===== config.mk =====
export PLATFORM = sky130hd
export DESIGN_NAME = sccb_register_master_top
export DESIGN_NICKNAME = d
export VERILOG_FILES = /design/src/rtl/sccb_pkg.sv /design/src/rtl/sccb_step.sv /design/src/rtl/sccb_register_master_top.sv
export SDC_FILE = /design/constraint.sdc
export NUM_CORES = 1
export LEC_CHECK = 0
export BUFFER_PORTS_ARGS = -buffer_cell sky130_fd_sc_hd__buf_2
export CORE_MARGIN = 2
export CORE_UTILIZATION = 40
export DETAILED_ROUTE_END_ITERATION = 6
export SLEW_MARGIN = 40
export SYNTH_ARGS = -nofsm -noshare
export SYNTH_HDL_FRONTEND = slang
export SYNTH_SLANG_ARGS = --single-unit

===== constraint.sdc =====
create_clock -name clk -period 9 [get_ports clk]
set_input_delay 1.8 -clock clk [delete_from_list [all_inputs] [get_ports clk]]
set_output_delay 1.8 -clock clk [all_outputs]
set_load 0.03 [all_outputs]

===== src/rtl/sccb_pkg.sv =====
`timescale 1ns / 1ps

package sccb_pkg;

	// Sequencer step codes
	localparam logic [3:0] PH_IDLE = 4'd0;
	localparam logic [3:0] PH_ST0  = 4'd1;
	localparam logic [3:0] PH_ST1  = 4'd2;
	localparam logic [3:0] PH_ST2  = 4'd3;
	localparam logic [3:0] PH_WB0  = 4'd4;
	localparam logic [3:0] PH_WB1  = 4'd5;
	localparam logic [3:0] PH_WB2  = 4'd6;
	localparam logic [3:0] PH_RB0  = 4'd7;
	localparam logic [3:0] PH_RB1  = 4'd8;
	localparam logic [3:0] PH_RB2  = 4'd9;
	localparam logic [3:0] PH_SP0  = 4'd10;
	localparam logic [3:0] PH_SP1  = 4'd11;
	localparam logic [3:0] PH_SP2  = 4'd12;

	// Action codes
	localparam logic [1:0] ACT_TICK  = 2'd0;
	localparam logic [1:0] ACT_WRITE = 2'd1;
	localparam logic [1:0] ACT_READ  = 2'd2;

	// Configuration register indexes
	localparam logic [1:0] REG_DEV_ADDR = 2'd0;
	localparam logic [1:0] REG_QUARTER  = 2'd1;
	localparam logic [1:0] REG_HALF     = 2'd2;

	localparam logic [7:0] DEV_ADDR_RST = 8'h60;
	localparam logic [7:0] QUARTER_RST  = 8'd3;
	localparam logic [7:0] HALF_RST     = 8'd5;
	localparam logic [7:0] ADDR_WR_MASK = 8'hfe;
	localparam logic [7:0] ADDR_RD_BIT  = 8'h01;
	localparam logic [3:0] BITS_PER_BYTE = 4'd8;

	typedef struct packed {
		logic [3:0] phase;
		logic [3:0] bit_count;
		logic [1:0] byte_count;
		logic [7:0] wait_count;
		logic [7:0] shift_out;
		logic [7:0] shift_in;
		logic [7:0] held_reg_addr;
		logic [7:0] held_write_data;
		logic [7:0] read_result;
		logic       is_read;
		logic       second_pass;
		logic       clock_level;
		logic       data_level;
		logic       data_enable;
	} sccb_state_t;

	typedef struct packed {
		logic [7:0] device_address;
		logic [7:0] quarter_ticks;
		logic [7:0] half_ticks;
	} sccb_cfg_t;

	typedef struct packed {
		logic [1:0] action;
		logic [7:0] reg_addr;
		logic [7:0] write_data;
		logic       sda_in;
	} sccb_item_t;

	typedef struct packed {
		logic       scl;
		logic       sda_out;
		logic       sda_drive_enable;
		logic       busy_res;
		logic       done_res;
		logic [7:0] read_data;
		logic       request_ignored;
	} sccb_result_t;

endpackage


===== src/rtl/sccb_step.sv =====
`timescale 1ns / 1ps

module sccb_step import sccb_pkg::*; (
	input  sccb_state_t  cur,
	input  sccb_cfg_t    cfg,
	input  sccb_item_t   item,
	output sccb_state_t  nxt,
	output sccb_result_t res
);

	logic       request;
	logic       ignored;
	logic       done_now;
	logic       do_enter;
	logic       load_byte;
	logic [3:0] enter_ph;
	logic [7:0] dur;

	always_comb begin
		nxt       = cur;
		ignored   = 1'b0;
		done_now  = 1'b0;
		do_enter  = 1'b0;
		load_byte = 1'b0;
		enter_ph  = PH_IDLE;
		dur       = 8'd0;
		request   = (item.action inside {ACT_WRITE, ACT_READ});

		if (cur.phase == PH_IDLE) begin
			if (request) begin
				nxt.held_reg_addr   = item.reg_addr;
				nxt.held_write_data = item.write_data;
				nxt.is_read         = (item.action == ACT_READ);
				nxt.second_pass     = 1'b0;
				nxt.byte_count      = 2'd0;
				nxt.bit_count       = 4'd0;
				do_enter            = 1'b1;
				enter_ph            = PH_ST0;
			end
		end else begin
			ignored = request;
			if (cur.wait_count != 8'd0) begin
				nxt.wait_count = cur.wait_count - 8'd1;
			end else begin
				do_enter = 1'b1;
				case (cur.phase)
					PH_ST0: enter_ph = PH_ST1;
					PH_ST1: enter_ph = PH_ST2;
					PH_ST2: begin
						nxt.byte_count = 2'd0;
						load_byte      = 1'b1;
					end
					PH_WB0: enter_ph = PH_WB1;
					PH_WB1: enter_ph = PH_WB2;
					PH_WB2: begin
						if (cur.bit_count < BITS_PER_BYTE) begin
							nxt.bit_count = cur.bit_count + 4'd1;
							enter_ph      = PH_WB0;
						end else if (cur.second_pass) begin
							if (cur.byte_count == 2'd0) begin
								nxt.byte_count = 2'd1;
								nxt.bit_count  = 4'd0;
								nxt.shift_in   = 8'd0;
								enter_ph       = PH_RB0;
							end else begin
								enter_ph = PH_SP0;
							end
						end else begin
							nxt.byte_count = cur.byte_count + 2'd1;
							if (nxt.byte_count >= (cur.is_read ? 2'd2 : 2'd3))
								enter_ph = PH_SP0;
							else
								load_byte = 1'b1;
						end
					end
					PH_RB0: enter_ph = PH_RB1;
					PH_RB1: enter_ph = PH_RB2;
					PH_RB2: begin
						nxt.bit_count = cur.bit_count + 4'd1;
						if (nxt.bit_count >= BITS_PER_BYTE) begin
							nxt.read_result = cur.shift_in;
							nxt.bit_count   = BITS_PER_BYTE;
							enter_ph        = PH_WB0;
						end else begin
							enter_ph = PH_RB0;
						end
					end
					PH_SP0: enter_ph = PH_SP1;
					PH_SP1: enter_ph = PH_SP2;
					PH_SP2: begin
						if (cur.is_read && !cur.second_pass) begin
							nxt.second_pass = 1'b1;
							nxt.byte_count  = 2'd0;
							enter_ph        = PH_ST0;
						end else begin
							do_enter       = 1'b0;
							nxt.phase      = PH_IDLE;
							nxt.wait_count = 8'd0;
							done_now       = 1'b1;
						end
					end
					default: begin
						do_enter  = 1'b0;
						nxt.phase = PH_IDLE;
					end
				endcase
			end
		end

		// Starting a byte loads the shifter with the next address or data byte.
		if (load_byte) begin
			nxt.bit_count = 4'd0;
			enter_ph      = PH_WB0;
			if (nxt.second_pass)
				nxt.shift_out = cfg.device_address | ADDR_RD_BIT;
			else if (nxt.byte_count == 2'd0)
				nxt.shift_out = cfg.device_address & ADDR_WR_MASK;
			else if (nxt.byte_count == 2'd1)
				nxt.shift_out = nxt.held_reg_addr;
			else
				nxt.shift_out = nxt.held_write_data;
		end

		if (do_enter) begin
			dur = (enter_ph == PH_WB1 || enter_ph == PH_RB1) ?
				cfg.half_ticks : cfg.quarter_ticks;
			nxt.phase      = enter_ph;
			nxt.wait_count = (dur == 8'd0) ? 8'd0 : dur - 8'd1;
			case (enter_ph)
				PH_ST0: begin
					nxt.data_level  = 1'b1;
					nxt.clock_level = 1'b1;
				end
				PH_ST1: nxt.data_level = 1'b0;
				PH_ST2: nxt.clock_level = 1'b0;
				PH_WB0: begin
					nxt.data_enable = 1'b1;
					nxt.data_level  = (nxt.bit_count >= BITS_PER_BYTE) ? 1'b1 :
						nxt.shift_out[7];
					nxt.shift_out   = {nxt.shift_out[6:0], 1'b0};
				end
				PH_WB1: nxt.clock_level = 1'b1;
				PH_WB2: nxt.clock_level = 1'b0;
				PH_RB0: begin
					nxt.data_enable = 1'b0;
					nxt.shift_in    = {nxt.shift_in[6:0], 1'b0};
				end
				PH_RB1: nxt.clock_level = 1'b1;
				PH_RB2: nxt.clock_level = 1'b0;
				PH_SP0: nxt.data_level = 1'b0;
				PH_SP1: nxt.clock_level = 1'b1;
				PH_SP2: nxt.data_level = 1'b1;
				default: ;
			endcase
		end

		// The data line is sampled on the last tick of a clock-high read step.
		if (nxt.phase == PH_RB1 && nxt.wait_count == 8'd0 && item.sda_in)
			nxt.shift_in[0] = 1'b1;

		res.scl              = nxt.clock_level;
		res.sda_out          = nxt.data_level;
		res.sda_drive_enable = nxt.data_enable;
		res.busy_res         = (nxt.phase != PH_IDLE);
		res.done_res         = done_now;
		res.read_data        = nxt.read_result;
		res.request_ignored  = ignored;
	end

endmodule


===== src/rtl/sccb_register_master_top.sv =====
`timescale 1ns / 1ps

// Channel   Handshake              Payload
// in        in_valid / in_stall    action, reg_addr, write_data, sda_in
// out       out_valid / out_stall  scl, sda_out, sda_drive_enable, busy_res,
//                                  done_res, read_data, request_ignored
// cfg       cfg_we                 cfg_index, cfg_data
//
// One request per clock cycle is taken while in_stall is low; each request is one bus tick.
// A request sits in the input register, the step logic updates the sequencer
// state and the result is registered in the output register, from which it
// is offered.
// Both registers advance together whenever the result register is empty or
// being taken; out_stall holds them and raises in_stall once the input
// register is full. Reset clears the valid flags and puts the sequencer to idle with both lines high.

module sccb_register_master_top import sccb_pkg::*; (
	input  logic       clk,
	input  logic       arst_n,
	input  logic       in_valid,
	output logic       in_stall,
	input  logic [1:0] action,
	input  logic [7:0] reg_addr,
	input  logic [7:0] write_data,
	input  logic       sda_in,
	output logic       out_valid,
	input  logic       out_stall,
	output logic       scl,
	output logic       sda_out,
	output logic       sda_drive_enable,
	output logic       busy_res,
	output logic       done_res,
	output logic [7:0] read_data,
	output logic       request_ignored,
	input  logic       cfg_we,
	input  logic [1:0] cfg_index,
	input  logic [7:0] cfg_data
);

	sccb_cfg_t    cfg_q;
	sccb_state_t  state_q;
	sccb_state_t  state_nxt;
	sccb_item_t   item_s1;
	sccb_result_t res_nxt;
	sccb_result_t res_s2;
	logic         valid_s1;
	logic         valid_s2;
	logic         adv;

	assign adv      = !valid_s2 || !out_stall;
	assign in_stall = valid_s1 && !adv;

	always_ff @(posedge clk or negedge arst_n) begin
		if (!arst_n) begin
			cfg_q.device_address <= DEV_ADDR_RST;
			cfg_q.quarter_ticks  <= QUARTER_RST;
			cfg_q.half_ticks     <= HALF_RST;
		end else if (cfg_we) begin
			case (cfg_index)
				REG_DEV_ADDR: cfg_q.device_address <= cfg_data;
				REG_QUARTER:  cfg_q.quarter_ticks  <= cfg_data;
				REG_HALF:     cfg_q.half_ticks     <= cfg_data;
				default: ;
			endcase
		end
	end

	always_ff @(posedge clk or negedge arst_n) begin
		if (!arst_n) begin
			valid_s1 <= 1'b0;
			valid_s2 <= 1'b0;
		end else begin
			if (!in_stall)
				valid_s1 <= in_valid;
			if (adv)
				valid_s2 <= valid_s1;
		end
	end

	always_ff @(posedge clk) begin
		if (in_valid && !in_stall) begin
			item_s1.action     <= action;
			item_s1.reg_addr   <= reg_addr;
			item_s1.write_data <= write_data;
			item_s1.sda_in     <= sda_in;
		end
		if (valid_s1 && adv)
			res_s2 <= res_nxt;
	end

	always_ff @(posedge clk or negedge arst_n) begin
		if (!arst_n) begin
			state_q.phase           <= PH_IDLE;
			state_q.bit_count       <= 4'd0;
			state_q.byte_count      <= 2'd0;
			state_q.wait_count      <= 8'd0;
			state_q.shift_out       <= 8'd0;
			state_q.shift_in        <= 8'd0;
			state_q.held_reg_addr   <= 8'd0;
			state_q.held_write_data <= 8'd0;
			state_q.read_result     <= 8'd0;
			state_q.is_read         <= 1'b0;
			state_q.second_pass     <= 1'b0;
			state_q.clock_level     <= 1'b1;
			state_q.data_level      <= 1'b1;
			state_q.data_enable     <= 1'b1;
		end else if (valid_s1 && adv) begin
			state_q <= state_nxt;
		end
	end

	sccb_step u_step (
		.cur  (state_q),
		.cfg  (cfg_q),
		.item (item_s1),
		.nxt  (state_nxt),
		.res  (res_nxt)
	);

	assign out_valid        = valid_s2;
	assign scl              = res_s2.scl;
	assign sda_out          = res_s2.sda_out;
	assign sda_drive_enable = res_s2.sda_drive_enable;
	assign busy_res         = res_s2.busy_res;
	assign done_res         = res_s2.done_res;
	assign read_data        = res_s2.read_data;
	assign request_ignored  = res_s2.request_ignored;

endmodule


Yosys cells after proc, flatten, opt, wreduce, memory -nomap -nowiden
Cells that the tools add are included.
{"block": "totals", "regBits": 122, "out_inout_bits": 16, "elab_cells": 178}
{"block": "classes", "n_addsub": 4, "n_lt_le_gt_ge": 4, "eq_ne": 30, "muxes": 77, "n_bitwise": 1, "n_reduce_logical": 32}
{"cell": "two-way mux 8 bit", "count": 22}
{"cell": "two-way mux 4 bit", "count": 14}
{"cell": "equality test 4 bit (second input constant)", "count": 11}
{"cell": "one-hot mux 4 bit (11 select lines)", "count": 1}
{"cell": "equality test 4 x 3 -> 1 bit (second input constant)", "count": 8}
{"cell": "two-way mux 16 bit", "count": 2}
{"cell": "two-way mux 24 bit", "count": 1}
{"cell": "two-way mux 1 bit", "count": 20}
{"cell": "two-way mux 6 bit", "count": 3}
{"cell": "equality test 4 x 2 -> 1 bit (second input constant)", "count": 4}
{"cell": "logical NOT 8 bit", "count": 2}
{"cell": "one-hot mux 4 bit (2 select lines)", "count": 2}
{"cell": "subtractor 8 x 1 -> 8 bit (second input constant)", "count": 2}
{"cell": "OR reduction 11 bit", "count": 1}
{"cell": "two-way mux 10 bit", "count": 1}
{"cell": "equality test 4 x 1 -> 1 bit (second input constant)", "count": 2}
{"cell": ">= comparator 4 bit (second input constant)", "count": 2}
{"cell": "two-way mux 2 bit", "count": 4}
{"cell": "one-hot mux 1 bit (2 select lines)", "count": 4}
{"cell": "nonzero test 8 bit", "count": 1}
{"cell": "equality test 2 x 1 -> 1 bit (second input constant)", "count": 3}
{"cell": "logical AND 1 bit", "count": 6}
{"cell": "logical NOT 2 bit", "count": 3}
{"cell": "one-hot mux 2 bit (3 select lines)", "count": 1}
{"cell": "18 further kinds", "count": 28}

Logic depth before layout (Yosys ltp)
Gate-level depths: netlist of the first run.
{"block": "depth", "ltp_word": 19, "depth_mapped": 19, "depth_no_buf": 17}

Hierarchy
Synthesis of the first run repeated with hierarchy kept, for this count alone.
{"block": "hier_totals", "hier_cells": 669, "area_unflattened_um2": 7420.9}
{"module": "sccb_register_master_top", "instances": 1, "cells_per_inst": 225, "area_per_inst_um2": 4643.2}
{"module": "sccb_step", "instances": 1, "cells_per_inst": 444, "area_per_inst_um2": 2777.7}

Worst setup path before layout of the first run
No wires, ideal clock.
{"block": "synth_path", "path_kind": "flip-flop to flip-flop", "startpoint": "register state_q[45] (netlist bit)", "endpoint": "register state_q[29] (netlist bit)", "arrival_time_ns": 3.922, "required_ns": 8.905, "setup_slack_ns": 4.983, "stages_incl_launch_ff": 18, "n_path_buf": 2, "cell_sequence": "dfrtp_1 -> inv_1 -> ha_1 -> nor3b_1 -> and3_1 -> buf_2 -> nand3_1 -> o21a_1 -> o31a_2 -> buf_4 -> mux2i_1 -> ha_1 -> or4b_2 -> nand2_1 -> nor2_1 -> a221oi_1 -> nand4b_1 -> o32ai_2"}
{"block": "synth_via", "elab_chain_len": 14, "elab_cells_between_ends": 33}
{"element": "start: declaration", "line": "sccb_register_master_top.sv:41", "rtl": "sccb_state_t state_q;"}
{"element": "start signal: assignment", "line": "sccb_register_master_top.sv:108", "rtl": "state_q <= state_nxt;"}
{"element": "nonzero test 8 bit", "line": "sccb_step.sv:42", "rtl": "if (cur.wait_count != 8'd0) begin"}
{"element": "two-way mux 4 bit or two-way mux 1 bit (tied branches)", "line": "sccb_step.sv:42"}
{"element": "two-way mux 4 bit or two-way mux 1 bit (tied branches)", "line": "sccb_step.sv:29", "rtl": "if (cur.phase == PH_IDLE) begin"}
{"element": "two-way mux 4 bit", "line": "sccb_step.sv:111", "rtl": "if (load_byte) begin"}
{"element": "equality test 4 x 3 -> 1 bit or equality test 4 bit (tied branches)", "line": "sccb_step.sv:125", "rtl": "dur = (enter_ph == PH_WB1 || enter_ph == PH_RB1) ?"}
{"element": "logical OR 1 bit", "line": "sccb_step.sv:125"}
{"element": "two-way mux 8 bit", "line": "sccb_step.sv:125"}
{"element": "subtractor 8 x 1 -> 8 bit or logical NOT 8 bit (tied branches)", "line": "sccb_step.sv:128", "rtl": "nxt.wait_count = (dur == 8'd0) ? 8'd0 : dur - 8'd1;"}
{"element": "two-way mux 8 bit", "line": "sccb_step.sv:128"}
{"element": "two-way mux 24 bit", "line": "sccb_step.sv:124", "rtl": "if (do_enter) begin"}
{"element": "logical NOT 8 bit", "line": "sccb_step.sv:158", "rtl": "if (nxt.phase == PH_RB1 && nxt.wait_count == 8'd0 && item.sda_in)"}
{"element": "logical AND 1 bit (2 in series)", "line": "sccb_step.sv:158"}
{"element": "two-way mux 1 bit (*)", "line": "sccb_step.sv:158"}
Mark *: on every way between the ends. The rest lies on a longest branch, timed or not.
A chain may end at the register's enable or synchronous reset.

Final worst setup path of the first run
{"block": "layout_path", "startpoint": "register state_q[61] (netlist bit)", "endpoint": "register state_q[29] (netlist bit)"}
{"block": "layout_via", "elab_chain_len": 15, "elab_cells_between_ends": 50}
{"element": "equality test 4 bit, or another cell as far along", "line": "sccb_step.sv:46", "rtl": "case (cur.phase)"}
{"element": "one-hot mux 4 bit (11 select lines) or one-hot mux 1 bit (2 select lines) (tied branches)", "line": "sccb_step.sv:46"}
{"element": "two-way mux 4 bit or two-way mux 1 bit (tied branches)", "line": "sccb_step.sv:42"}
{"element": "two-way mux 4 bit or two-way mux 1 bit (tied branches)", "line": "sccb_step.sv:29"}
{"element": "two-way mux 4 bit", "line": "sccb_step.sv:111"}
{"element": "equality test 4 x 3 -> 1 bit or equality test 4 bit (tied branches)", "line": "sccb_step.sv:125"}
{"element": "logical OR 1 bit", "line": "sccb_step.sv:125"}
{"element": "two-way mux 8 bit", "line": "sccb_step.sv:125"}
{"element": "subtractor 8 x 1 -> 8 bit or logical NOT 8 bit (tied branches)", "line": "sccb_step.sv:128"}
{"element": "two-way mux 8 bit", "line": "sccb_step.sv:128"}
{"element": "two-way mux 24 bit", "line": "sccb_step.sv:124"}
{"element": "logical NOT 8 bit", "line": "sccb_step.sv:158"}
{"element": "logical AND 1 bit (2 in series)", "line": "sccb_step.sv:158"}
{"element": "two-way mux 1 bit (*)", "line": "sccb_step.sv:158"}
Marks and branches as above.

==> metrics list, run 1 <==
* Util after Layout: 47.6%
- After clock tree synthesis, the clock-pin slew on the worst setup and hold paths is 0.06 ns.
- Vert. Die Dim: 132 um
- The final max-slew violation count came to 0.
* Number of core rows: 46
- After technology mapping, the gate count stands at 610.
* Largest net degree at the start of global routing: 50
* Most area-hungry cell type in the Yosys netlist: sky130_fd_sc_hd__dfrtp_1
* Critical Setup Path Class: reg -> reg
* Library cell with the highest instance count after synthesis: sky130_fd_sc_hd__dfrtp_1
- Summed over all layers, the routed wires come to 15000 um.
* Buffers inserted by post-CTS timing repair: 0
- The analysis attributes to cell leakage a power of 3.07 nW.
- Type of the worst min-delay path: reg -> reg
* Vias per cell: 5.54
- Detail Route Antenna Nets: 0
- The largest individual stage delay along the critical path comes from the cell sky130_fd_sc_hd__dfrtp_1.
* Number of enable-type register cells in the synthesized netlist: 33
- Number of antenna violations at the first check in global routing: 0
- After routing, the total negative slack on setup checks comes to 0 ns.
- Leading cell types by total area after synthesis: sky130_fd_sc_hd__dfrtp_1, sky130_fd_sc_hd__edfxtp_1, sky130_fd_sc_hd__mux2_2
* Detail-routed net length per standard cell: 17.0 um
* Hold Fails Final Rpt: 0
* Layout Nets: 700
- Layout-stage area growth over the synthesis result: 16.0%
- The via count of the first global-routing pass is 4917.
- The H-tree was split into 4 levels.
* Worst Setup Start Kind: flop
- Across the routed clock network, the largest skew measured is 0.00688 ns.
* Flop and latch count out of synthesis: 121
- 0 antenna diodes ended up in the layout.
- Detailed-router iteration count before antenna repair: 5
- Unrepaired setup endpoints after global routing: false
- Maximum vdd ir drop: 0.163 mV
- Clock Path Buffers: 2
* Fin area: 7560 um^2
- After synthesis, the netlist uses 79 different library cells.
- The share of synthesized area in the top cell type comes to 30.3%.
- Data arrives at the worst endpoint at 5.17 ns.
- Power spread over the standard cell area amounts to 261 nW/um^2.
* Share of cells above drive strength 1: 25.0%
* Number of I/O port buffers: 49
* Max-cap viol count: 0
* Worst path required time: 9.33 ns
- CTS tree: built
* IO Count: 50
- Total nets after synthesis: 652
- Insertion delay of the later-clocked pin in the worst-skew pair: 0.42 ns
* GRT Residual Overflow: 0
- Outcome: finished clean
- Measured against its own limit, the worst slew margin works out to 53.9%.
- Synthesized area per cell: 10.7 um^2
- Post-route clock period utilization: 53.8%
- The die covers 17300 um^2.
- Final Total Pwr: 0.00198 W
* Clock tree sinks: 121
* Wire length of the first global-routing pass: 24800 um
- For this run, the number of Yosys warnings is 0.
* Number of DRC markers after the initial detailed-route iteration: 294
- Derived from the worst setup path, the maximum achievable clock frequency is 206 MHz.
- Initial standard-cell utilization of the core: 41.0%
* CP cell instances: nand4bb_1 -> o2bb2ai_1 -> a211oi_1 -> o21a_1 -> o31a_2 -> mux2i_1 -> ha_1 -> or4b_2 -> nand2_1 -> nor2_1 -> a221oi_1 -> nand4b_1 -> o32ai_2
- For this run, the total global-route usage over all layers was measured as 18.1%.
* Synth Cell Area: 6520 um^2
- Fill cells in the final layout number 1478.
* Sequential element share of the synthesized area: 49.2%
- Placer Congestion: 0.906
* Number of hold buffers added after cts: 0
* Die Width: 132 um
* Transition time of the tightest slew-check pin: 0.688 ns
- Placed standard-cell area: 6980 um^2
* CP max FO: 22
- Setup violations remaining at the end of the flow were counted as 0.
- The clock period could shrink to 4.84 ns.
- On the critical path the largest part of the delay comes from compound AO/OA/AOI/OAI gates.
- Buffer cell driving the clock tree root: sky130_fd_sc_hd__clkbuf_16
- The number of buffers and inverters on the critical path is 0.
- Among all flip-flop cells after synthesis, the most frequent one is sky130_fd_sc_hd__dfrtp_1.
- DRC: 0
* Crit-path max cell delay: 0.77 ns
- Ranked by instance count, the synthesized netlist is headed by sky130_fd_sc_hd__dfrtp_1, sky130_fd_sc_hd__nor2_1, sky130_fd_sc_hd__mux2_2, sky130_fd_sc_hd__nand2_1, sky130_fd_sc_hd__edfxtp_1.
- Post-CTS repair changed the size of 0 cells.
- The routed layout has 4915 vias.
- STA classifies the critical path endpoint as a flop.
* Cts bufs inserted: 17
- After synthesis, the share of flip-flops with an asynchronous set or reset is 72.7%.
- The wire-length estimate of the detail-placed layout is 10600 um.
- Core Region: 15900 um^2
-- metal layers --
metal | vias up | wire length [um] | part of all wire [%] | GRT usage [%]
li1 | 2332 | - | - | -
met1 | 2401 | 6810 | 45 | 23.5
met2 | 163 | 7020 | 47 | 28.1
met3 | 19 | 879 | 5.8 | 5.75
met4 | 0 | 329 | 2.2 | 6.88
met5 | - | 0 | 0 | 0
-- worst paths after layout --
check | startpoint | cells after the start | slack, ns | to
max | state_q[61] | 13 | 4.16 | state_q[29]
min | state_q[37] | 2 | 0.47 | state_q[37]
max reg2reg | state_q[61] | 13 | 4.16 | state_q[29]
min reg2reg | state_q[37] | 2 | 0.47 | state_q[37]
max in group asynchronous | arst_n | 2 | 6.60 | state_q[22]
min in group asynchronous | arst_n | 1 | 1.37 | state_q[8]
-- flip-flops by register name (all words and copies together) (netlist names), 8 cells and up --
signal     flops
state_q       63
cfg_q         23
item_s1       19
read_data      8
-- through the flow --
| step | setup WS (ns) | hold WS [ns] | instances |
|---|---|---|---|
| final | 4.16 | 0.465 | 887 |
| after detailed placement | 4.27 | 0.456 | 855 |
| after global routing | 3.86 | 0.510 | 887 |
| after global placement | 4.49 | 0.444 | 854 |
| after CTS | 4.26 | 0.470 | 887 |
| after floorplan | 4.98 | 0.426 | 610 |
-- logic make-up (layout without fill, tap and decap cells) --
logic type	Yosys count	in the layout	synth area share (%)
AO/OA/AOI/OAI	119	119	13.2
XOR/XNOR	14	14	1.88
adder cells (fa/ha/maj)	8	8	1.54
buffers and inverters	53	114	3.46
flip-flops	121	121	49.2
multiplexers	83	83	13.7
AND/OR/NAND/NOR	212	212	17.0
-- power by group --
part / leakage [nW] / internal (W) / total [W] / switching [W]
clock network: 0.276 / 0.000408 / 0.000665 / 0.000257
logic: 1.46 / 0.000226 / 0.000504 / 0.000279
registers: 1.33 / 0.000692 / 0.000807 / 0.000115
total: 3.07 / 0.00133 / 0.00198 / 0.000650
-- cell type report --
type	instances	area (um^2)	area share, %
multi-input combinational	436	3110	41.2
timing repair buffer	56	298	3.94
tap	216	270	3.58
inverter	26	97.6	1.29
clock buffer	18	429	5.68
clock inverter	14	149	1.97
sequential	121	3200	42.4
-- worst min-delay path, stage by stage, from the launching register on --
cell	delay (ns)
sky130_fd_sc_hd__dfrtp_1	0.34
sky130_fd_sc_hd__nand2_1	0.05
sky130_fd_sc_hd__nand2_1	0.05
-- placed cells by master, fill, tap and decap left out, drive strengths merged, types with 4 or more instances in the layout --
cell    netlist  layout
buf          13      56
and2          7       7
clkinv        1       8
mux2i        32      32
or2           4       4
nand2b       11      11
a21o          7       7
nor2         58      58
mux2         51      51
xnor2        10      10
a221oi        4       4
clkbuf       14      18
dfstp         9       9
o211ai        7       7
and3          6       6
nand3b        4       4
a211oi       13      13
nor3         18      18
dfrtp        79      79
edfxtp       33      33
or4           4       4
xor2          4       4
nand3        23      23
inv          25      28
ha            8       8
a21oi        17      17
nor3b         5       5
o21a          4       4
nor4          4       4
o21ai        35      35
nand2        51      51
Power figures use the tool's default switching activity.
==> inputs of run 2 (changes only) <==
- ABC_AREA: default -> 1
- clock period: 9 -> 5.06 ns (I/O delays scaled with it)
==> run 2 against run 1 <==
Design area is 1.4% higher. Via count is 8.4% higher. Routed wire length is 3.0% lower. Sequential power is 71% higher. Power is 100% higher. Sequential share of layout area is 0.57 points lower. Critical path depth is 11 higher. First-iteration DRC count is 37% higher. Combinational power grew to 2.7 times the previous value. Clock power is 80% higher. Register-to-register slack worse by 2.6 ns. Critical endpoint unchanged.
==> metrics list, run 2 <==
- The dominant synthesized flop cell is sky130_fd_sc_hd__dfrtp_1 (unchanged).
- Outcome: finished clean (unchanged).
- Most common cell after layout, fill and taps aside: sky130_fd_sc_hd__nand2_1 (was sky130_fd_sc_hd__dfrtp_1)
- Layout Nets: 889 (was 700)
- The CTS clock-pin slew for the worst setup and hold paths is 0.06 ns (about the same).
- The largest net degree at the start of global routing is 56 (was 50).
* HPWL after DPL: 10300 um (was 10600 um)
- Fmax: 285 MHz (was 206 MHz)
* Commonest cells after routing, fill and taps aside: sky130_fd_sc_hd__nand2_1, sky130_fd_sc_hd__inv_1, sky130_fd_sc_hd__o21ai_0 (was sky130_fd_sc_hd__dfrtp_1, sky130_fd_sc_hd__nor2_1, sky130_fd_sc_hd__nand2_1, sky130_fd_sc_hd__mux2_2, sky130_fd_sc_hd__buf_2)
- Detail-routed net length per standard cell: 13.5 um (was 17.0 um)
- The kind of launch point of the worst setup path is a flop (unchanged).
- CTS tree: built (unchanged)
* Leading cell types by total area after synthesis: sky130_fd_sc_hd__dfrtp_1, sky130_fd_sc_hd__edfxtp_1, sky130_fd_sc_hd__nand2_1 (was sky130_fd_sc_hd__dfrtp_1, sky130_fd_sc_hd__edfxtp_1, sky130_fd_sc_hd__mux2_2)
- The number of nets with antenna violations after routing is 0 (unchanged).
* Setup TNS after final layout: 0 ns (unchanged)
- DRC: 0 (unchanged)
* Placement Setup Slack: 1.55 ns (was 4.27 ns)
- The peak fanout along the critical path is 13 (was 22).
- The mux share of post-synthesis cell area came to 1.35% (was 13.7%).
- The via count of the first global-routing pass was 5025 (was 4917).
- Number of core rows: 47 (was 46)
- The number of setup violations in the final report is 0 (unchanged).
- Post-layout min period: 3.51 ns (was 4.84 ns)
* Number of H-tree levels: 4 (unchanged)
- Fraction of registers with async set or reset after synthesis: 72.7% (unchanged)
- The post-route worst setup slack came to 1.55 ns (was 4.16 ns).
* Synthesized area per cell: 8.32 um^2 (was 10.7 um^2)
* Cell with the largest stage delay on the worst path: sky130_fd_sc_hd__dfrtp_1 (unchanged)
* Layout-stage area growth over the synthesis result: 15.2% (was 16.0%)
- Instance count of the mapped netlist: 800 (was 610)
* Detailed-router iteration count before antenna repair: 5 (unchanged)
- Unrepaired setup endpoints after global routing: false (unchanged).
- Placed standard-cell area: 7080 um^2 (was 6980 um^2)
- Clock tree sinks: 121 (unchanged)
- Core Region: 16400 um^2 (was 15900 um^2)
- Number of antenna violations at the first check in global routing: 0 (unchanged)
* Top cell types by occurrence after synthesis: sky130_fd_sc_hd__nand2_1, sky130_fd_sc_hd__inv_1, sky130_fd_sc_hd__o21ai_0 (was sky130_fd_sc_hd__dfrtp_1, sky130_fd_sc_hd__nor2_1, sky130_fd_sc_hd__mux2_2, sky130_fd_sc_hd__nand2_1, sky130_fd_sc_hd__edfxtp_1)
* Buffers inserted by post-CTS timing repair: 0 (unchanged)
- The compound-cell area share of the yosys netlist was 13.3% (was 13.2%).
- The final estimated routing congestion in global placement is 0.891 (was 0.906).
- The xor/xnor cell area share of the yosys netlist is 0.263% (was 1.88%).
- Final Slew Violations: 0 (unchanged)
* Largest family of logic cells by synthesized area: simple AND/OR/NAND/NOR gates (unchanged)
* Max reg flops: 63 (unchanged)
* Synth Cell Area: 6650 um^2 (was 6520 um^2)
* CP cell instances: inv_1 -> ha_1 -> nand4_2 -> nor2_2 -> nand2_4 -> nand2_4 -> nand2_4 -> inv_4 -> nand4_4 -> nand2_4 -> nand2_1 -> nand2_2 -> ha_1 -> inv_1 -> nor2_1 -> nand3_1 -> nand2_1 -> nand2_1 -> nor2_1 -> nor2_1 -> nand2_1 -> nor2_1 -> nand2_1 -> a21oi_2 (was nand4bb_1 -> o2bb2ai_1 -> a211oi_1 -> o21a_1 -> o31a_2 -> mux2i_1 -> ha_1 -> or4b_2 -> nand2_1 -> nor2_1 -> a221oi_1 -> nand4b_1 -> o32ai_2)
* Wire length of the first global-routing pass: 25000 um (was 24800 um)
- The synthesized-area fraction occupied by adder cells is 1.50% (was 1.54%).
- The via density per instance is 4.93 (was 5.54).
- The share of layout cells above drive strength 1 was 18.4% (was 25.0%).
* Insertion delay of the later-clocked pin in the worst-skew pair: 0.42 ns (about the same)
* Power Dens Cells: 516 nW/um^2 (was 261 nW/um^2)
- Cts bufs inserted: 17 (unchanged)
- Library cell with the highest instance count after synthesis: sky130_fd_sc_hd__nand2_1 (was sky130_fd_sc_hd__dfrtp_1)
- The total of hold buffers inserted after clock tree synthesis is 0 (unchanged).
* Overall global routing resource usage: 17.7% (was 18.1%)
- Warning count from the yosys run: 0 (unchanged)
- Flop and latch count out of synthesis: 121 (unchanged)
- Vert. Die Dim: 133 um (was 132 um)
- The initial core utilization is 40.6% (was 41.0%).
* Hold Fails Final Rpt: 0 (unchanged)
* Max-cap viol count: 0 (unchanged)
- The overall routed net length was 14600 um (was 15000 um).
- Transition time of the tightest slew-check pin: 0.771 ns (was 0.688 ns)
* Number of distinct library cell variants in the gate-level netlist after synthesis: 46 (was 79)
* Non-Filler Instances: 1080 (was 887)
* Post-cts sizing count: 0 (unchanged)
* Die Outline Area: 17700 um^2 (was 17300 um^2)
* Type of the worst min-delay path: reg -> reg (unchanged)
- The required time of the critical path was 5.37 ns (was 9.33 ns).
- Detailed-route via count: 5328 (was 4915)
* Critical Setup Path Class: reg -> reg (unchanged)
- Number of enable-type register cells in the synthesized netlist: 33 (unchanged)
- Area share of the largest cell type after synthesis: 29.7% (was 30.3%)
- The library cell with the largest summed area after synthesis is sky130_fd_sc_hd__dfrtp_1 (unchanged).
- The final core utilization came to 46.7% (was 47.6%).
- Total nets after synthesis: 842 (was 652)
* Largest regs: state_q x63, cfg_q x23, item_s1 x19 (unchanged)
- The arrival time at the worst endpoint was 3.82 ns (was 5.17 ns).
- The horizontal extent of the die was 133 um (was 132 um).
* Critical path capture point type: flop (unchanged)
- The clock tree root driver cell is sky130_fd_sc_hd__clkbuf_16 (unchanged).
- The worst slew margin relative to its limit was 48.5% (was 53.9%).
- IO Count: 50 (unchanged)
- The post-route clock skew was 0.0119 ns (was 0.00688 ns).
- The basic-gate share of the synthesized area counting and, or, nand and nor cells came to 27.6% (was 17.0%).
- Sequential element share of the synthesized area: 48.2% (was 49.2%)
- Diode insertion count for antenna repair: 0 (unchanged)
* Number of DRC markers after the initial detailed-route iteration: 404 (was 294)
* Leakage power figure: 3.62 nW (was 3.07 nW)
* Number of placed instances, taps included: 1048 (was 855)
* Number of I/O port buffers: 49 (unchanged)
- The largest stage delay on the critical path was 0.39 ns (was 0.77 ns).
* Register name with the most flops: state_q (unchanged)
- Clock Path Buffers: 2 (unchanged)
* Post-route clock period utilization: 69.5% (was 53.8%)
* Fin area: 7660 um^2 (was 7560 um^2)
* GRT Residual Overflow: 0 (unchanged)
- The peak supply drop came to 0.359 mV (was 0.163 mV).
- By instance count, the cell type seen most on the critical path is sky130_fd_sc_hd__nand2_1.
==> run 2: cell count changes in the layout (fill, tap and decap cells not counted), sizes merged, moves of 10 or more <==
cell | before | now
o21ai | 35 | 85
a211oi | 13 | 0
nand2b | 11 | 0
inv | 28 | 103
nand3 | 23 | 50
a21oi | 17 | 28
mux2i | 32 | 9
nor2 | 58 | 72
xnor2 | 10 | 0
mux2 | 51 | 0
nand2 | 51 | 233
nor3 | 18 | 6
==> run 2: path summary, 6_finish.rpt <==
kind	start	to	slack (ns)	cells past startpoint
worst min register to register	state_q[0]	state_q[0]	0.48	2
min in group asynchronous	arst_n	state_q[33]	0.60	1
max in group asynchronous	arst_n	cfg_q[0]	3.45	2
worst min-delay path	state_q[0]	state_q[0]	0.48	2
worst max register to register	state_q[45]	state_q[29]	1.55	24
worst max-delay path	state_q[45]	state_q[29]	1.55	24
==> run 2: power breakdown <==
| group | internal [W] | switching [W] |
|---|---|---|
| Combinational | 0.000447 | 0.000930 |
| Sequential | 0.00123 | 0.000144 |
| Clock | 0.000743 | 0.000458 |
| Total | 0.00243 | 0.00153 |
==> run 2: metrics by stage <==
stage | power, W | hold WS [ns]
final | 0.00396 | 0.478
after global routing | 0.00424 | 0.497
after CTS | 0.00399 | 0.483
after detailed placement | 0.00277 | 0.467
after global placement | 0.00276 | 0.465
after floorplan | 0.00244 | 0.434
==> run 2: layout make-up <==
cell class / instances / area, um^2
sequential: 121 / 3200
tap: 220 / 275
multi-input combinational: 553 / 2940
clock inverter: 12 / 140
timing repair buffer: 53 / 278
inverter: 101 / 382
clock buffer: 20 / 447
fill: 1580 / 8740
==> run 2: logic make-up after synthesis <==
group | count (synthesis)
AND/OR/NAND/NOR | 379
AO/OA/AOI/OAI | 155
buffers and inverters | 126
flip-flops | 121
multiplexers | 9
adder cells (fa/ha/maj) | 8
XOR/XNOR | 2
==> run 2: layer usage <==
| metal | global-route usage (%) | wire length, um |
|---|---|---|
| met1 | 25.0 | 7260 |
| met2 | 27.1 | 6560 |
| met3 | 4.56 | 647 |
| met4 | 4.84 | 121 |
| met5 | 0 | 0 |
==> run 2: critical path: cells and delay by family, from the launching register on <==
kind,cells,cell delay (ns)
flip-flops,1,0.39
adder cells (fa/ha/maj),2,0.45
buffers and inverters,3,0.24
AND/OR/NAND/NOR,18,2.28
AO/OA/AOI/OAI,1,0.06
==> inputs of run 3 (changes only) <==
- ABC_AREA: 1 -> 0
- clock period: 5.06 -> 2.95 ns (I/O delays scaled with it)
==> run 3 against run 2 <==
The run now ends with negative setup slack left. Register-to-register slack got worse by 2.2 ns. Routed wire length is 17% higher. Sequential cell count is the same. Clock-buffer cell count up 1. Worst setup slack lost 2.2 ns. Global-route usage rose by 2.1 points. Fmax fell by 3.8%. Die area decreased by 2.0%.
==> metrics list, run 3 (synthesized netlist as in run 1, its figures left out) <==
- Sequential share of power: 34.2% (was 34.8%)
* Maximum vdd ir drop: 0.502 mV (was 0.359 mV)
- The post-route worst setup slack came to -0.703 ns (was 1.55 ns).
- Commonest cells after routing, fill and taps aside: sky130_fd_sc_hd__buf_4, sky130_fd_sc_hd__dfrtp_1, sky130_fd_sc_hd__nor2_1 (was sky130_fd_sc_hd__nand2_1, sky130_fd_sc_hd__inv_1, sky130_fd_sc_hd__o21ai_0)
- The element type at the critical path end is a flop (unchanged).
* Leakage power figure: 3.74 nW (was 3.62 nW)
* Outcome: complete, but fails checks (was finished clean)
* Max-cap viol count: 0 (unchanged)
- The count of fill cells added during filler insertion came to 1404 (was 1580).
- The cell total after placement is 949 (was 1048).
- Register name with the most flops: state_q (unchanged)
- Insertion delay of the later-clocked pin in the worst-skew pair: 0.43 ns (was 0.42 ns)
- The number of nets with antenna violations after routing was 0 (unchanged).
- Area of the multi-input gates: 3530 um^2 (was 2940 um^2)
* Type of the worst min-delay path: in -> async (was reg -> reg)
- The required time of the critical path is 3.28 ns (was 5.37 ns).
- Fraction of power spent switching nets: 32.1% (was 38.7%)
* Max-Slew Margin vs Limit: 57.9% (was 48.5%)
- The number of H-tree levels was 4 (unchanged).
- Post-route clock period utilization: 124% (was 69.5%)
* Failing checks: negative setup slack
- The number of detailed-routing iterations run before antenna repair is 4 (was 5).
- Cts bufs inserted: 17 (unchanged)
* CP max FO: 6 (was 13)
* Non-Filler Instances: 992 (was 1080)
* Number of global-route vias before repair: 5410 (was 5025)
* Layout-stage area growth over the synthesis result: 35.9% (was 15.2%)
- The global router's overall resource usage was 19.8% (was 17.7%).
- Largest regs: state_q x63, cfg_q x23, item_s1 x19 (unchanged)
- Vias per cell: 5.35 (was 4.93)
- Worst Setup Start Kind: flop (unchanged)
- The core region area is 15900 um^2 (was 16400 um^2).
- The final max-slew violation count is 0 (unchanged).
* HPWL after DPL: 12000 um (was 10300 um)
- The final estimated routing congestion in global placement is 0.914 (was 0.891).
* Number of antenna violations at the first check in global routing: 0 (unchanged)
- Transition time of the tightest slew-check pin: 0.625 ns (was 0.771 ns)
* Power Dens Cells: 790 nW/um^2 (was 516 nW/um^2)
- Critical Setup Path Class: reg -> reg (unchanged)
- Post-layout min period: 3.65 ns (was 3.51 ns)
- The arrival time at the worst endpoint is 3.98 ns (was 3.82 ns).
- Max reg flops: 63 (unchanged)
* Most common cell after layout, fill and taps aside: sky130_fd_sc_hd__buf_4 (was sky130_fd_sc_hd__nand2_1)
- The post-route clock skew is 0.0169 ns (was 0.0119 ns).
* Detailed-route via count: 5310 (was 5328)
- Largest net degree at the start of global routing: 47 (was 56)
* Worst flop-to-flop path startpoint: state_q[53] (was state_q[45])
* Switching Power: 0.00225 W (was 0.00153 W)
- Initial standard-cell utilization of the core: 41.0% (was 40.6%)
- IO Count: 50 (unchanged)
- Wire length of the first global-routing pass: 27200 um (was 25000 um)
- Clock group share of total power: 31.0% (was 30.4%)
- Die Outline Area: 17300 um^2 (was 17700 um^2)
- Hold Fails Final Rpt: 0 (unchanged)
- Number of DRC markers after the initial detailed-route iteration: 323 (was 404)
* Setup-violating endpoint count in the final report: 9 (was 0)
* Launch point of the critical path: state_q[53] (was state_q[45])
- CTS tree: built (unchanged)
- DRC: 0 (unchanged)
- Clk slew on worst S/H paths: 0.06 ns (about the same)
- The chip height came to 132 um (was 133 um).
- The total congestion overflow after global routing is 0 (unchanged).
- The power after layout came to 0.00699 W (was 0.00396 W).
* Layout Nets: 805 (was 889)
- The share of layout cells above drive strength 1 is 42.4% (was 18.4%).
* Internal reg-to-reg setup slack: -0.70 ns (was 1.55 ns)
- The internal power summed over all cells is 0.00475 W (was 0.00243 W).
* Diode insertion count for antenna repair: 0 (unchanged)
* Relative contribution of combinational cells to total power: 34.7% (was 34.8%)
- The overall routed net length is 17100 um (was 14600 um).
- Clock tree sinks: 121 (unchanged)
- Unrepaired setup endpoints after global routing: true (was false).
- Number of I/O port buffers: 49 (unchanged)
* Number of core rows: 46 (was 47)
- The sequential cell area was 3210 um^2 (was 3200 um^2).
- The routed length per instance is 17.2 um (was 13.5 um).
- The horizontal extent of the die was 132 um (was 133 um).
- Clock Path Buffers: 2 (unchanged)
- The clock tree root driver cell was sky130_fd_sc_hd__clkbuf_16 (unchanged).
* Fmax: 274 MHz (was 285 MHz)
[run 3: worst max-delay path: stages, from the launching register on]
cell and delay (ns):
sky130_fd_sc_hd__dfrtp_1 0.41, sky130_fd_sc_hd__ha_1 0.28, sky130_fd_sc_hd__nand2b_4 0.15, sky130_fd_sc_hd__a2111oi_4 0.27, sky130_fd_sc_hd__buf_4 0.20, sky130_fd_sc_hd__o21a_4 0.14, sky130_fd_sc_hd__a21oi_4 0.04, sky130_fd_sc_hd__o31a_4 0.37
sky130_fd_sc_hd__mux2i_4 0.21, sky130_fd_sc_hd__ha_2 0.21, sky130_fd_sc_hd__buf_6 0.12, sky130_fd_sc_hd__buf_12 0.12, sky130_fd_sc_hd__or4_4 0.53, sky130_fd_sc_hd__nand3_2 0.09, sky130_fd_sc_hd__a41oi_2 0.12, sky130_fd_sc_hd__o32ai_2 0.27
[run 3: metal layers]
layer	GRT usage, %	share of wire, %	vias to the layer above
met4	7.43	1.8	0
met3	5.56	4.3	23
li1	-	-	2546
met1	25.0	44	2602
met2	32.4	50	139
met5	0	0	-
[run 3: path summary, 6_finish.rpt]
check | cells past startpoint | end
setup / recovery | 15 | state_q[29]
hold / removal | 1 | state_q[8]
setup reg to reg | 15 | state_q[29]
hold reg to reg | 2 | state_q[13]
max in group asynchronous | 2 | cfg_q[22]
min in group clk | 1 | item_s1[5]
[run 3: power by group through the flow]
| stage | sequential, W | clock, W | combinational (W) |
|---|---|---|---|
| 2_1_floorplan | 0.00238 | 0 | 0.00124 |
| 3_3_place_gp | 0.00238 | 0 | 0.00206 |
| 3_5_place_dp | 0.00240 | 0 | 0.00211 |
| 4_1_cts | 0.00239 | 0.00222 | 0.00226 |
| 5_1_grt | 0.00243 | 0.00230 | 0.00263 |
| 6_report | 0.00239 | 0.00217 | 0.00243 |
[run 3: metrics by stage]
stage	worst slack [ns]	utilization (%)	cell area (um^2)	setup TNS [ns]	hold slack, ns
2_1_floorplan	-0.713	-	6620	-5.29	0.294
3_3_place_gp	-0.724	48.9	7770	-5.39	0.439
3_5_place_dp	-0.888	48.9	7770	-6.96	0.451
4_1_cts	-0.637	54.1	8600	-4.65	0.195
5_1_grt	-0.865	55.8	8860	-6.80	0.220
6_report	-0.703	55.8	8860	-5.25	0.176
[run 3: final cells by class]
| cell class | instances | share of cell area [%] |
|---|---|---|
| clock inverter | 11 | 1.61 |
| inverter | 26 | 1.10 |
| sequential | 121 | 36.2 |
| multi-input combinational | 436 | 39.8 |
| timing repair buffer | 161 | 12.8 |
| clock buffer | 21 | 5.44 |
| tap | 216 | 3.05 |
[run 3: what timing repair did]
item / CTS / global route
gates cloned: 0 / 1
setup endpoints to repair: 12 / 19
pin swaps: 18 / 18
resized for setup: 37 / 40
endpoints found under the hold margin: 0 / 0
setup buffers: 4 / 8
hold buffers: 0 / 0
